`src/design/u16u8_pkg.sv`:
```
package u16u8_pkg;

  localparam int CFG_ADDR_W      = 3;
  localparam int CFG_DATA_W      = 32;
  localparam int QUEUE_DEPTH_DEF = 2;

  // register index taken from paddr above the byte offset
  localparam logic REG_BIG_ENDIAN = 1'b0;

  // upper six bits of a surrogate code unit
  localparam logic [5:0] SUR_HIGH_TAG = 6'b110110;
  localparam logic [5:0] SUR_LOW_TAG  = 6'b110111;

  typedef struct packed {
    logic [7:0] first_byte;
    logic [7:0] second_byte;
    logic       final_unit;
  } in_item_t;

  typedef struct packed {
    logic [7:0] utf8_byte;
    logic       last_of_run;
  } out_item_t;

  // work for the serializer: an optional lone high surrogate, then an optional code point
  typedef struct packed {
    logic        pre_valid;
    logic [9:0]  pre_bits;
    logic        main_valid;
    logic [20:0] main_cp;
  } u16u8_job_t;

endpackage

```
`src/design/u16u8_front.sv`:
```
module u16u8_front (
  input  logic                  clk,
  input  logic                  rst_n,
  input  logic                  big_endian,
  input  logic                  in_valid,
  output logic                  in_ready,
  input  u16u8_pkg::in_item_t   in_data,
  input  logic                  q_full,
  output logic                  q_push,
  output u16u8_pkg::u16u8_job_t q_job
);
  import u16u8_pkg::*;

  logic        held_r, held_nxt;
  logic [9:0]  held_bits_r, held_bits_nxt;
  logic [15:0] unit;
  logic        is_high, is_low, accept;
  u16u8_job_t  job;

  assign in_ready = !q_full;
  assign accept   = in_valid && in_ready;

  assign unit    = big_endian ? {in_data.first_byte, in_data.second_byte}
                              : {in_data.second_byte, in_data.first_byte};
  assign is_high = (unit[15:10] == SUR_HIGH_TAG);
  assign is_low  = (unit[15:10] == SUR_LOW_TAG);

  always_comb begin
    job           = '0;
    held_nxt      = held_r;
    held_bits_nxt = held_bits_r;
    if (accept) begin
      held_nxt      = 1'b0;
      held_bits_nxt = '0;
      if (held_r && is_low) begin
        // pair: 0x10000 + (hi << 10) + lo
        job.main_valid = 1'b1;
        job.main_cp    = {11'({1'b0, held_bits_r} + 11'd64), unit[9:0]};
      end else begin
        job.pre_valid = held_r;
        job.pre_bits  = held_bits_r;
        if (is_high && !in_data.final_unit) begin
          held_nxt      = 1'b1;
          held_bits_nxt = unit[9:0];
        end else begin
          job.main_valid = 1'b1;
          job.main_cp    = {5'b0, unit};
        end
      end
    end
  end

  assign q_push = accept && (job.pre_valid || job.main_valid);
  assign q_job  = job;

  always_ff @(posedge clk) begin
    if (!rst_n) begin
      held_r      <= 1'b0;
      held_bits_r <= '0;
    end else begin
      held_r      <= held_nxt;
      held_bits_r <= held_bits_nxt;
    end
  end

endmodule

```
`src/design/u16u8_queue.sv`:
```
module u16u8_queue #(
  parameter int DEPTH = u16u8_pkg::QUEUE_DEPTH_DEF
) (
  input  logic                  clk,
  input  logic                  rst_n,
  input  logic                  push,
  input  u16u8_pkg::u16u8_job_t push_job,
  output logic                  full,
  input  logic                  pop,
  output logic                  head_valid,
  output u16u8_pkg::u16u8_job_t head_job
);
  import u16u8_pkg::*;

  localparam int AW = (DEPTH > 1) ? $clog2(DEPTH) : 1;
  localparam int CW = $clog2(DEPTH + 1);

  u16u8_job_t    slot_r [DEPTH];
  logic [AW-1:0] wr_ptr_r, rd_ptr_r;
  logic [CW-1:0] count_r;
  logic          do_push, do_pop;

  assign full       = (count_r == CW'(DEPTH));
  assign head_valid = (count_r != '0);
  assign head_job   = slot_r[rd_ptr_r];
  assign do_push    = push && !full;
  assign do_pop     = pop && head_valid;

  always_ff @(posedge clk) begin
    if (do_push) begin
      slot_r[wr_ptr_r] <= push_job;
    end
  end

  always_ff @(posedge clk) begin
    if (!rst_n) begin
      wr_ptr_r <= '0;
      rd_ptr_r <= '0;
      count_r  <= '0;
    end else begin
      if (do_push) begin
        wr_ptr_r <= (wr_ptr_r == AW'(DEPTH - 1)) ? '0 : wr_ptr_r + 1'b1;
      end
      if (do_pop) begin
        rd_ptr_r <= (rd_ptr_r == AW'(DEPTH - 1)) ? '0 : rd_ptr_r + 1'b1;
      end
      if (do_push && !do_pop) begin
        count_r <= count_r + 1'b1;
      end else if (do_pop && !do_push) begin
        count_r <= count_r - 1'b1;
      end
    end
  end

endmodule

```
`src/design/u16u8_back.sv`:
```
module u16u8_back (
  input  logic                  clk,
  input  logic                  rst_n,
  input  logic                  q_valid,
  input  u16u8_pkg::u16u8_job_t q_job,
  output logic                  q_pop,
  output logic                  out_valid,
  input  logic                  out_ready,
  output u16u8_pkg::out_item_t  out_data
);
  import u16u8_pkg::*;

  function automatic logic [2:0] utf8_len(input logic [20:0] cp);
    logic [2:0] n;
    if (cp[20:7] == '0) begin
      n = 3'd1;
    end else if (cp[20:11] == '0) begin
      n = 3'd2;
    end else if (cp[20:16] == '0) begin
      n = 3'd3;
    end else begin
      n = 3'd4;
    end
    return n;
  endfunction

  function automatic logic [7:0] utf8_at(input logic [20:0] cp, input logic [2:0] len,
                                         input logic [1:0] idx);
    logic [7:0] b;
    logic [1:0] from_end;
    from_end = len[1:0] - 2'd1 - idx;
    if (idx == 2'd0) begin
      case (len)
        3'd1:    b = {1'b0, cp[6:0]};
        3'd2:    b = {3'b110, cp[10:6]};
        3'd3:    b = {4'b1110, cp[15:12]};
        default: b = {5'b11110, cp[20:18]};
      endcase
    end else begin
      case (from_end)
        2'd0:    b = {2'b10, cp[5:0]};
        2'd1:    b = {2'b10, cp[11:6]};
        default: b = {2'b10, cp[17:12]};
      endcase
    end
    return b;
  endfunction

  u16u8_job_t  cur_r;
  logic        cur_valid_r;
  logic        seg_main_r;
  logic [1:0]  idx_r;
  logic        out_valid_r;
  out_item_t   out_r;

  logic [20:0] cp_sel;
  logic [2:0]  len;
  logic        emit_ok, end_seg, last, job_done, load;

  assign cp_sel   = seg_main_r ? cur_r.main_cp : {5'b0, SUR_HIGH_TAG, cur_r.pre_bits};
  assign len      = utf8_len(cp_sel);
  assign emit_ok  = cur_valid_r && (!out_valid_r || out_ready);
  assign end_seg  = (idx_r == len[1:0] - 2'd1);
  assign last     = end_seg && (seg_main_r || !cur_r.main_valid);
  assign job_done = emit_ok && last;
  assign load     = q_valid && (!cur_valid_r || job_done);
  assign q_pop    = load;

  always_ff @(posedge clk) begin
    if (load) begin
      cur_r <= q_job;
    end
    if (emit_ok) begin
      out_r.utf8_byte   <= utf8_at(cp_sel, len, idx_r);
      out_r.last_of_run <= last;
    end
  end

  always_ff @(posedge clk) begin
    if (!rst_n) begin
      cur_valid_r <= 1'b0;
      seg_main_r  <= 1'b0;
      idx_r       <= '0;
      out_valid_r <= 1'b0;
    end else begin
      if (load) begin
        cur_valid_r <= 1'b1;
        seg_main_r  <= !q_job.pre_valid;
        idx_r       <= '0;
      end else if (job_done) begin
        cur_valid_r <= 1'b0;
      end else if (emit_ok) begin
        if (end_seg) begin
          seg_main_r <= 1'b1;
          idx_r      <= '0;
        end else begin
          idx_r <= idx_r + 2'd1;
        end
      end
      if (emit_ok) begin
        out_valid_r <= 1'b1;
      end else if (out_ready) begin
        out_valid_r <= 1'b0;
      end
    end
  end

  assign out_valid = out_valid_r;
  assign out_data  = out_r;

endmodule

```
`src/design/utf16_to_utf8_transcoder_core.sv`:
```
// Channel   Handshake                 Carries
// in_       in_valid / in_ready       one UTF-16 code unit as two bytes + final_unit
// out_      out_valid / out_ready     one UTF-8 byte + last_of_run
// cfg_      APB psel/penable/pwrite   big_endian at address 0
//
// The output runs one byte per cycle unless out_ready stalls it; an item yields
// 1 to 6 bytes, and a held high surrogate yields none though it is accepted.
// The front classifies an item in its accept cycle; the job is registered in
// the queue, then in the serializer, before its first byte reaches the output.
// Reset (rst_n low, synchronous) empties the queue, the serializer and the held
// surrogate, and clears big_endian.
// A stalled output stops the serializer; the front keeps taking items until the queue fills.
module utf16_to_utf8_transcoder_core #(
  parameter int QUEUE_DEPTH = u16u8_pkg::QUEUE_DEPTH_DEF
) (
  input  logic                               clk,
  input  logic                               rst_n,
  input  logic                               in_valid,
  output logic                               in_ready,
  input  u16u8_pkg::in_item_t                in_data,
  output logic                               out_valid,
  input  logic                               out_ready,
  output u16u8_pkg::out_item_t               out_data,
  input  logic                               cfg_psel,
  input  logic                               cfg_penable,
  input  logic                               cfg_pwrite,
  input  logic [u16u8_pkg::CFG_ADDR_W-1:0]   cfg_paddr,
  input  logic [u16u8_pkg::CFG_DATA_W-1:0]   cfg_pwdata,
  output logic [u16u8_pkg::CFG_DATA_W-1:0]   cfg_prdata,
  output logic                               cfg_pready
);
  import u16u8_pkg::*;

  logic       big_endian_r;
  logic       reg_write;
  logic       q_full, q_push, q_pop, q_valid;
  u16u8_job_t push_job, head_job;

  assign cfg_pready = 1'b1;
  assign reg_write  = cfg_psel && cfg_penable && cfg_pwrite && cfg_pready
                      && (cfg_paddr[2] == REG_BIG_ENDIAN);
  assign cfg_prdata = (cfg_paddr[2] == REG_BIG_ENDIAN) ? {{(CFG_DATA_W-1){1'b0}}, big_endian_r}
                                                       : '0;

  always_ff @(posedge clk) begin
    if (!rst_n) begin
      big_endian_r <= 1'b0;
    end else if (reg_write) begin
      big_endian_r <= cfg_pwdata[0];
    end
  end

  u16u8_front u_front (
    .clk        (clk),
    .rst_n      (rst_n),
    .big_endian (big_endian_r),
    .in_valid   (in_valid),
    .in_ready   (in_ready),
    .in_data    (in_data),
    .q_full     (q_full),
    .q_push     (q_push),
    .q_job      (push_job)
  );

  u16u8_queue #(
    .DEPTH (QUEUE_DEPTH)
  ) u_queue (
    .clk        (clk),
    .rst_n      (rst_n),
    .push       (q_push),
    .push_job   (push_job),
    .full       (q_full),
    .pop        (q_pop),
    .head_valid (q_valid),
    .head_job   (head_job)
  );

  u16u8_back u_back (
    .clk       (clk),
    .rst_n     (rst_n),
    .q_valid   (q_valid),
    .q_job     (head_job),
    .q_pop     (q_pop),
    .out_valid (out_valid),
    .out_ready (out_ready),
    .out_data  (out_data)
  );

endmodule

```
`config.mk`:
```
export PLATFORM = sky130hd
export DESIGN_NAME = utf16_to_utf8_transcoder_core
export DESIGN_NICKNAME = d
export VERILOG_FILES = /design/src/design/u16u8_pkg.sv /design/src/design/u16u8_front.sv /design/src/design/u16u8_queue.sv /design/src/design/u16u8_back.sv /design/src/design/utf16_to_utf8_transcoder_core.sv
export SDC_FILE = /design/constraint.sdc
export NUM_CORES = 1
export LEC_CHECK = 0
export BUFFER_PORTS_ARGS = -buffer_cell sky130_fd_sc_hd__buf_2
export CORE_ASPECT_RATIO = 1.25
export CORE_MARGIN = 10
export CORE_UTILIZATION = 56
export DETAILED_ROUTE_END_ITERATION = 16
export PLACE_DENSITY = 0.83
export SKIP_CTS_REPAIR_TIMING = 1
export SLEW_MARGIN = 30
export SYNTH_ARGS = -nofsm -noshare
export SYNTH_HDL_FRONTEND = slang
export SYNTH_SLANG_ARGS = --single-unit
```
`constraint.sdc`:
```
create_clock -name clk -period 4.9 [get_ports clk]
set_input_delay 0.245 -clock clk [delete_from_list [all_inputs] [get_ports clk]]
set_output_delay 0.245 -clock clk [all_outputs]
set_load 0.01 [all_outputs]
```
* Yosys cells after proc, flatten, opt, wreduce, memory -nomap -nowiden
Memories as Yosys holds them, arrays and structs flattened. A register that Yosys moved wholly into a read port is not among the register bits. Index checks and enable logic that the tools add are counted.
Cells by class: eq/ne operators 9, muxes and demuxes 34, reduce and logical (&&, ||, !) cells 41, $add $sub $neg 8, bitwise logic cells 3
Operators by type and width (number):
- 22-bit 2-to-1 mux | 2
- 33-bit 2-to-1 mux | 1
- 8-bit case mux with 3 select lines | 1
- 21-bit 2-to-1 mux | 1
- 10-bit 2-to-1 mux | 2
- 1-bit 2-to-1 mux | 17
- 16-bit 2-to-1 mux | 1
- 1-bit logical AND | 15
- 14-bit zero test | 1
- 6-bit == test (second input constant) | 2
- 6-bit case mux with 2 select lines | 1
- 2-bit nonzero test | 6
- 10-bit by 7-bit adder with 11-bit output (second input constant) | 1
- 11-bit 2-to-1 mux | 1
- 10-bit zero test | 1
- 3-bit 2-to-1 mux | 3
- 1-bit zero test | 8
- 8-bit 2-to-1 mux | 1
- 3-bit by 2-bit == test with 1-bit output (second input constant) | 2
- 2-bit 2-to-1 mux | 3
- 5-bit zero test | 1
- 2-bit by 1-bit adder with 2-bit output (second input constant) | 2
- 2-bit zero test | 2
- 1-bit logical OR | 4
- 12 further kinds | 16
Word-level totals: word-level logic and storage cells 111, input bits 59, output and inout port bits 44, bits in writable memories 66, bits in registers 62, memories 1
Memory list:
- u_queue.slot_r | depth 2, bits a word 33, rd ports 1, clocked after memory_dff 1, write ports 1, RTL line u16u8_queue.sv:18 | u16u8_job_t slot_r [DEPTH];

* Depth between registers and ports, before layout
Gate-level depths: netlist (run 1).
depth after elaboration 15, depth in mapped cells 13, depth with buffers taken out 11

* Modules after synthesis
From an unflattened synthesis (run 1), not the netlist that was laid out.
Second synthesis, totals: cell total of the unflattened synthesis 474, area total of the unflattened synthesis 6139.6 sq um
Modules (own cells, without submodules):
- u16u8_queue | seq. area each 2082.0 sq um, cells each 128, area an instance 2610.0 sq um, times used 1
- u16u8_back | seq. area each 1331.3 sq um, cells each 179, area an instance 2223.4 sq um, times used 1
- u16u8_front | seq. area each 220.2 sq um, cells each 127, area an instance 991.0 sq um, times used 1
- utf16_to_utf8_transcoder_core | seq. area each 20.0 sq um, cells each 40, area an instance 315.3 sq um, times used 1

* Worst setup path before layout (run 1)
OpenSTA, ideal clock, no wires.
path kind register to register, start reg u_queue.count_r[0], end mem u_queue.slot_r[0][0] (netlist name) (enable), cell stages (with the launch flop) 5, data required time 4433 ps, period minus slack after synthesis 3771 ps, slack 1129 ps, path buffers 1, arrival time 3304 ps, library setup time 467 ps, cells stage by stage dfxtp_1 > nand2b_1 > clkbuf_1 > nand2_1 > nor3_1
Between the ends: word-level cells in the longest chain between the ends 9
RTL lines:
- start: declaration | RTL line u16u8_queue.sv:20 | logic [CW-1:0] count_r;
- start signal: assignment | RTL line u16u8_queue.sv:48 | count_r <= count_r + 1'b1;
- start signal: assignment | RTL line u16u8_queue.sv:50 | count_r <= count_r - 1'b1;
- 2-bit == test (*) | RTL line u16u8_queue.sv:23 | assign full = (count_r == CW'(DEPTH));
- 1-bit zero test (*) | RTL line u16u8_front.sv:20 | assign in_ready = !q_full;
- named net in_ready | RTL line utf16_to_utf8_transcoder_core.sv:19 | output logic in_ready,
- 1-bit logical AND | RTL line u16u8_front.sv:21 | assign accept = in_valid && in_ready;
- 33-bit 2-to-1 mux | RTL line u16u8_front.sv:32 | if (accept) begin
- 1-bit logical OR | RTL line u16u8_front.sv:53 | assign q_push = accept && (job.pre_valid || job.main_valid);
- 1-bit logical AND | RTL line u16u8_front.sv:53
- 1-bit logical AND (*) | RTL line u16u8_queue.sv:26 | assign do_push = push && !full;
- 1-bit 2-to-1 mux (*) | RTL line u16u8_queue.sv:30 | if (do_push) begin
- 1-bit 2-to-1 mux (not written as such) (*) | RTL line u16u8_queue.sv:31 | slot_r[wr_ptr_r] <= push_job;
- end: declaration | RTL line u16u8_queue.sv:18
The timed path passes the listed nets; every way through them passes the cells marked *.

* Worst setup path in the final report (run 1)
start reg u_back.seg_main_r, end reg u_queue.rd_ptr_r
Between the ends: word-level cells in the longest chain between the ends 12, elaborated cells on any way between the ends 15, classes of those cells 1 x add/sub; 1 x eq/ne; 4 x mux; 9 x reduce/logical
RTL lines:
- start: declaration | RTL line u16u8_back.sv:51 | logic seg_main_r;
- start signal: assignment | RTL line u16u8_back.sv:88 | seg_main_r <= !q_job.pre_valid;
- 21-bit 2-to-1 mux | RTL line u16u8_back.sv:60 | assign cp_sel = seg_main_r ? cur_r.main_cp : {5'b0, SUR_HIGH_TAG, cur_r.pre_bits};
- 5-bit zero test | RTL line u16u8_back.sv:19 | end else if (cp[20:16] == '0) begin
- 3-bit 2-to-1 mux | RTL line u16u8_back.sv:19
- 3-bit 2-to-1 mux | RTL line u16u8_back.sv:17 | end else if (cp[20:11] == '0) begin
- 3-bit 2-to-1 mux | RTL line u16u8_back.sv:15 | if (cp[20:7] == '0) begin
- 2-bit by 1-bit subtractor with 2-bit output | RTL line u16u8_back.sv:63 | assign end_seg = (idx_r == len[1:0] - 2'd1);
- 2-bit == test | RTL line u16u8_back.sv:63
- 1-bit logical AND (*) | RTL line u16u8_back.sv:64 | assign last = end_seg && (seg_main_r || !cur_r.main_valid);
- 1-bit logical AND (*) | RTL line u16u8_back.sv:65 | assign job_done = emit_ok && last;
- 1-bit logical OR (*) | RTL line u16u8_back.sv:66 | assign load = q_valid && (!cur_valid_r || job_done);
- 1-bit logical AND (*) | RTL line u16u8_back.sv:66
- named net q_pop | RTL line utf16_to_utf8_transcoder_core.sv:36 | logic q_full, q_push, q_pop, q_valid;
- 1-bit logical AND (*) | RTL line u16u8_queue.sv:27 | assign do_pop = pop && head_valid;
- end signal: assignment | RTL line u16u8_queue.sv:45 | rd_ptr_r <= (rd_ptr_r == AW'(DEPTH - 1)) ? '0 : rd_ptr_r + 1'b1;
- end: declaration | RTL line u16u8_queue.sv:19 | logic [AW-1:0] wr_ptr_r, rd_ptr_r;
Marks and branches as above. A chain may end at the register's enable or synchronous reset.

==> flow_summary.yaml, run 1 <==
run_status:
  outcome: "complete, no violations"
logic_synthesis:
  ys_seq_area_share_pct: 61.51
  netlist_instances: 453
  yosysMostFrequentCell: "edfxtp_1"
  yosysTopAreaCellShare_pct: 54.10
  synth_ff_type: "edfxtp_1"
  synth_edf_count: 107
  ys_warn_count: 0
  ys_types: 61
  ys_ff_latch: 129
  synth_area_sq_um: 5939
  synthTopCellsByArea: "edfxtp_1, dfxtp_1, mux2_2"
  syn_area_per_cell_sq_um: 13.11
  synth_commonest_cells: "edfxtp_1, mux2_2, buf_4"
  synth_top_cell_by_area: "edfxtp_1"
  async_flop_share_pct: 0
floorplan:
  num_rows: 42
  die_h_microns: 135.1
  die_w_microns: 112.1
  dieArea_sq_um: 15150
  initial_utilization_pct: 56.80
  core_sq_um: 10460
  pin_count: 103
worst_setup_path:
  arrival_ns: 4.02
  critPathLaunchType: "register"
  endpoint_kind: "register"
  rrSetupSlack_ns: 1.17
  reg2regPathDepth: 12
  timing_worst_setup_path_type: "register to register"
  critPathRequiredTime_ns: 5.19
  cp_max_fo: 34
timing:
  finalSetupTns_ns: 0
  finalSetupViolCount: 0
  tightestPinTransition_ns: 0.9567
  rsz0062_at_grt: "false"
  finalCriticalPeriod_ns: 3.729
  whs_ns: 0.07335
  max_slew_margin_pct: 36.14
  fmax_ghz: 0.2682
  fin_crit_sh_pct: 76.09
  finalHoldViolCount: 0
  drv_slew: 0
  finalClockSkew_ns: 0.006561
cts:
  cts_tree: "built"
  clk_pin_slew_ns: 0.05
  root_buffer: "clkbuf_16"
  numCtsBuffers: 17
  htreeDepth: 4
  cts_buffer_depth: 2
  clock_sinks: 129
  clk_latency_ns: 0.41
detailed_routing:
  num_vias: 3662
  viasPerCell: 5.749
  route.detailed.drc: 0
  wl_per_cell_microns: 18.41
  wl_microns: 11720
  ant_nets: 0
  drt_iter0_drc: 209
  dr.pass1.iters: 5
min_path:
  hp-class: "input port to register"
  holdPathStages: 3
power:
  leakage_nw: 2.461
  p_per_area_nw_per_um2: 436.1
  ir_worst_vdd_v: 0.0002766
grt:
  grt_max_degree: 35
  antenna_found_initial: 0
  track_usage_pct: 16.21
  overflow: 0
  grt_pass1_wl_microns: 19550
  grt_pass1_vias: 3868
placement:
  portBuffers: 37
  place_hpwl_microns: 8099
  dp.cells: 605
  gp_congestion: 0.9250
run:
  max-cap-violations: 0
final_layout:
  finalNonFillerCells: 637
  n_antenna_cell: 0
  area_delta_synth_final_pct: 12.20
  final_nets: 555
  drive_gt1_share_pct: 25.54
## kinds of logic (layout without fill, tap and decap cells)
| logic type | Yosys count | after routing | synth area share [%] |
|---|---|---|---|
| AOI/OAI and AO/OA | 68 | 68 | 7.942 |
| buffers and inverters | 66 | 88 | 6.593 |
| other | 2 | 32 | 0.1264 |
| muxes | 59 | 59 | 11.44 |
| xor gates and xnor gates | 5 | 5 | 0.9902 |
| DFF | 129 | 129 | 61.51 |
| adders and majority gates | 4 | 4 | 0.8427 |
| and+or+nand+nor | 120 | 120 | 10.55 |
## layout make-up
cell class	instances	area [sq um]
clock inverters	12	117.6
multi-input cells	288	2012
inverters	13	48.80
clock buffers	20	436.7
flip-flops and latches	129	3654
repair buffers	43	230.2
fillers	728	3794
well taps	132	165.2
## critical path, cell delays in order, from the launching register on
cell and delay [ns]:
dfxtp_1 0.37, buf_4 0.33, nor3b_1 0.24, o211ai_1 0.11
nor2_1 0.32, a21oi_1 0.12, ha_1 0.37, xnor2_1 0.26
a41oi_2 0.27, or2_2 0.41, inv_2 0.50, xnor2_1 0.22
nor2_1 0.07
## per-stage QoR
step | setup slack, ns | total power, W | utilization (%) | instance area, sq um
floorplan | 1.129 | 0.001665 | - | 6052
finish | 1.171 | 0.002906 | 63.72 | 6664
global route | 0.8773 | 0.003029 | 63.72 | 6664
detailed placement | 1.244 | 0.001750 | 58.42 | 6110
CTS | 1.185 | 0.002922 | 63.72 | 6664
global placement | 1.376 | 0.001732 | 58.42 | 6110
## report_power, final
group / total, W / internal, W / switching, W
sequential: 0.00134 / 0.00130 / 0.0000417
combinational: 0.000395 / 0.000158 / 0.000237
clock: 0.00117 / 0.000739 / 0.000428
## state kept, by name, summed over array words and instances, names as in the netlist, 2 cells and up, named ones only
register and count:
u_back.idx_r 2, u_back.out_data 9, u_front.held_bits_r 10, u_back.cur_r 32
u_queue.count_r 2, u_queue.slot_r 66
## layout by cell type (no fill, tap or decap), drive strengths merged, types with 3 or more instances in the layout
cell type / instances
conb: 32
edfxtp: 107
o21a: 4
or3: 3
nand2: 27
o21ai: 24
clkbuf: 20
clkinv: 8
buf: 43
and2: 3
mux2: 38
nor3: 15
clkinvlp: 3
mux4: 3
nor4: 3
dfxtp: 22
nand3b: 4
inv: 12
and3: 13
mux2i: 18
o211ai: 6
a21oi: 17
nor2: 32
ha: 4
nand2b: 5
nand3: 3
xnor2: 3
## worst paths after layout
check / from / end
min: cfg_pwdata[0] / big_endian_r$_SDFFE_PN0P_
max: u_back.seg_main_r$_SDFFE_PN0P_ / u_queue.rd_ptr_r$_SDFFE_PN0P_
min reg2reg: u_back.cur_valid_r$_SDFFE_PN0P_ / u_back.out_valid$_SDFFE_PN0P_
max reg2reg: u_back.seg_main_r$_SDFFE_PN0P_ / u_queue.rd_ptr_r$_SDFFE_PN0P_
## layer usage
| metal | vias to the layer above | global-route usage [%] | routed length [microns] |
|---|---|---|---|
| met2 | 128 | 27.66 | 6152 |
| met4 | 0 | 7.768 | 259 |
| met3 | 24 | 5.230 | 692 |
| li1 | 1706 | - | - |
| met1 | 1804 | 17.91 | 4620 |
| met5 | - | 0 | 0 |
Power figures use the tool's default switching activity.
==> run 2, diff against run 1 <==
- clock period: 4.9 -> 3.5 ns (I/O delays scaled with it)
==> flow_summary.yaml, run 2 (synthesis results as in run 1) <==
run_status:
  outcome: "complete, no violations"
grt:
  overflow: 0
  antenna_found_initial: 0
  track_usage_pct: 16.37
  grt_pass1_vias: 3964
  grt_max_degree: 35
  grt_pass1_wl_microns: 19900
timing:
  max_slew_margin_pct: 57.63
  whs_ns: 0.01790
  finalSetupViolCount: 0
  finalClockSkew_ns: 0.009080
  finalHoldViolCount: 0
  tightestPinTransition_ns: 0.6332
  finalCriticalPeriod_ns: 3.322
  fin_crit_sh_pct: 94.91
  rsz0062_at_grt: "false"
  fmax_ghz: 0.3010
  finalSetupTns_ns: 0
  worst_slack_ns: 0.1782
  drv_slew: 0
placement:
  place_hpwl_microns: 8420
  gp_congestion: 0.9064
  portBuffers: 37
  dp_slack_ns: 0.1718
  placed_area_sq_um: 6158
final_layout:
  largest_reg_flops: 66
  drive_gt1_share_pct: 26.33
  final_nets: 559
  n_antenna_cell: 0
  layout_common_cells: "edfxtp_1, mux2_2, buf_2"
  nFillCells: 732
  final_area_sq_um: 6696
  top_regs: "u_queue.slot_r (66), u_back.cur_r (32), u_front.held_bits_r (10)"
  layout_commonest_cell: "edfxtp_1"
  regMostFlops: "u_queue.slot_r"
  area_delta_synth_final_pct: 12.74
worst_setup_path:
  cp_common_cell: "xnor2_1"
  arrival_ns: 3.60
  critPathLaunchType: "register"
  cp_top_family: "simple AND/OR/NAND/NOR gates"
  cp_num_buf_inv: 2
  critPathMaxStageDelay_ns: 0.59
  endpoint_kind: "register"
  critPathRequiredTime_ns: 3.78
  cp_max_fo: 34
  timing_worst_setup_path_type: "register to register"
  crit_chain: "or4_1, o21ai_1, a21oi_1, ha_1, xnor2_1, a41oi_2, or2_2, inv_2, buf_12, xnor2_1, nor2_1"
  slowest_stage: "or4_1"
power:
  p_per_area_nw_per_um2: 601.3
  ir_worst_vdd_v: 0.0004259
  leakage_nw: 2.489
  power.total_w: 0.004027
cts:
  clk_latency_ns: 0.40
  root_buffer: "clkbuf_16"
  clock_sinks: 129
  cts_buffer_depth: 2
  htreeDepth: 4
  cts_tree: "built"
  numCtsBuffers: 17
  clk_pin_slew_ns: 0.05
floorplan:
  core_sq_um: 10460
  dieArea_sq_um: 15150
  num_rows: 42
  die_w_microns: 112.1
  initial_utilization_pct: 56.80
  die_h_microns: 135.1
  pin_count: 103
detailed_routing:
  route.detailed.drc: 0
  drt_iter0_drc: 284
  dr.pass1.iters: 4
  ant_nets: 0
  wl_per_cell_microns: 19.08
  viasPerCell: 5.769
  wl_microns: 12230
  num_vias: 3698
run:
  max-cap-violations: 0
min_path:
  hp-class: "input port to register"
## run 2: worst paths after layout
path	slack, ns	to	cells past startpoint	start
setup / recovery	0.18	u_queue.rd_ptr_r$_SDFFE_PN0P_	11	u_back.cur_r[17]$_DFFE_PP_
hold / removal	0.02	big_endian_r$_SDFFE_PN0P_	3	cfg_pwdata[0]
setup reg to reg	0.18	u_queue.rd_ptr_r$_SDFFE_PN0P_	11	u_back.cur_r[17]$_DFFE_PP_
hold reg to reg	0.48	u_front.held_bits_r[4]$_SDFFE_PN0P_	2	u_front.held_bits_r[4]$_SDFFE_PN0P_
## run 2: report_power, final
part / switching, W / internal [W]
Clock: 0.000586 / 0.000981
Sequential: 0.0000625 / 0.00182
Combinational: 0.000340 / 0.000235
Total: 0.000988 / 0.00304
## run 2: tightest hold or removal path, cell delays in order
cell     delay, ns
buf_2         0.07
mux2i_1       0.05
nor2_1        0.08
## run 2: area by class of cell
class | instances | area (sq um) | share of cell area [%]
inverters | 13 | 48.80 | 0.7287
repair buffers | 47 | 272.8 | 4.073
well taps | 132 | 165.2 | 2.466
clock inverters | 9 | 67.56 | 1.009
flip-flops and latches | 129 | 3654 | 54.56
multi-input cells | 288 | 2031 | 30.33
clock buffers | 23 | 457.9 | 6.839
## run 2: metal layers
layer  track usage [%]  vias up  share of wire, %  routed length (microns)
li1                  -     1713                 -                        -
met5                 0        -                 0                        0
met4             7.980        0               2.6                      323
met2             28.08      187                51                     6278
met1             17.38     1766                38                     4693
met3             6.117       32               7.6                      934
## run 2: metrics by stage
stage	util (%)	cells
after floorplan	-	483
final	64.03	641
after global routing	64.03	641
after CTS	63.91	641
after detailed placement	58.89	609
after global placement	58.89	609
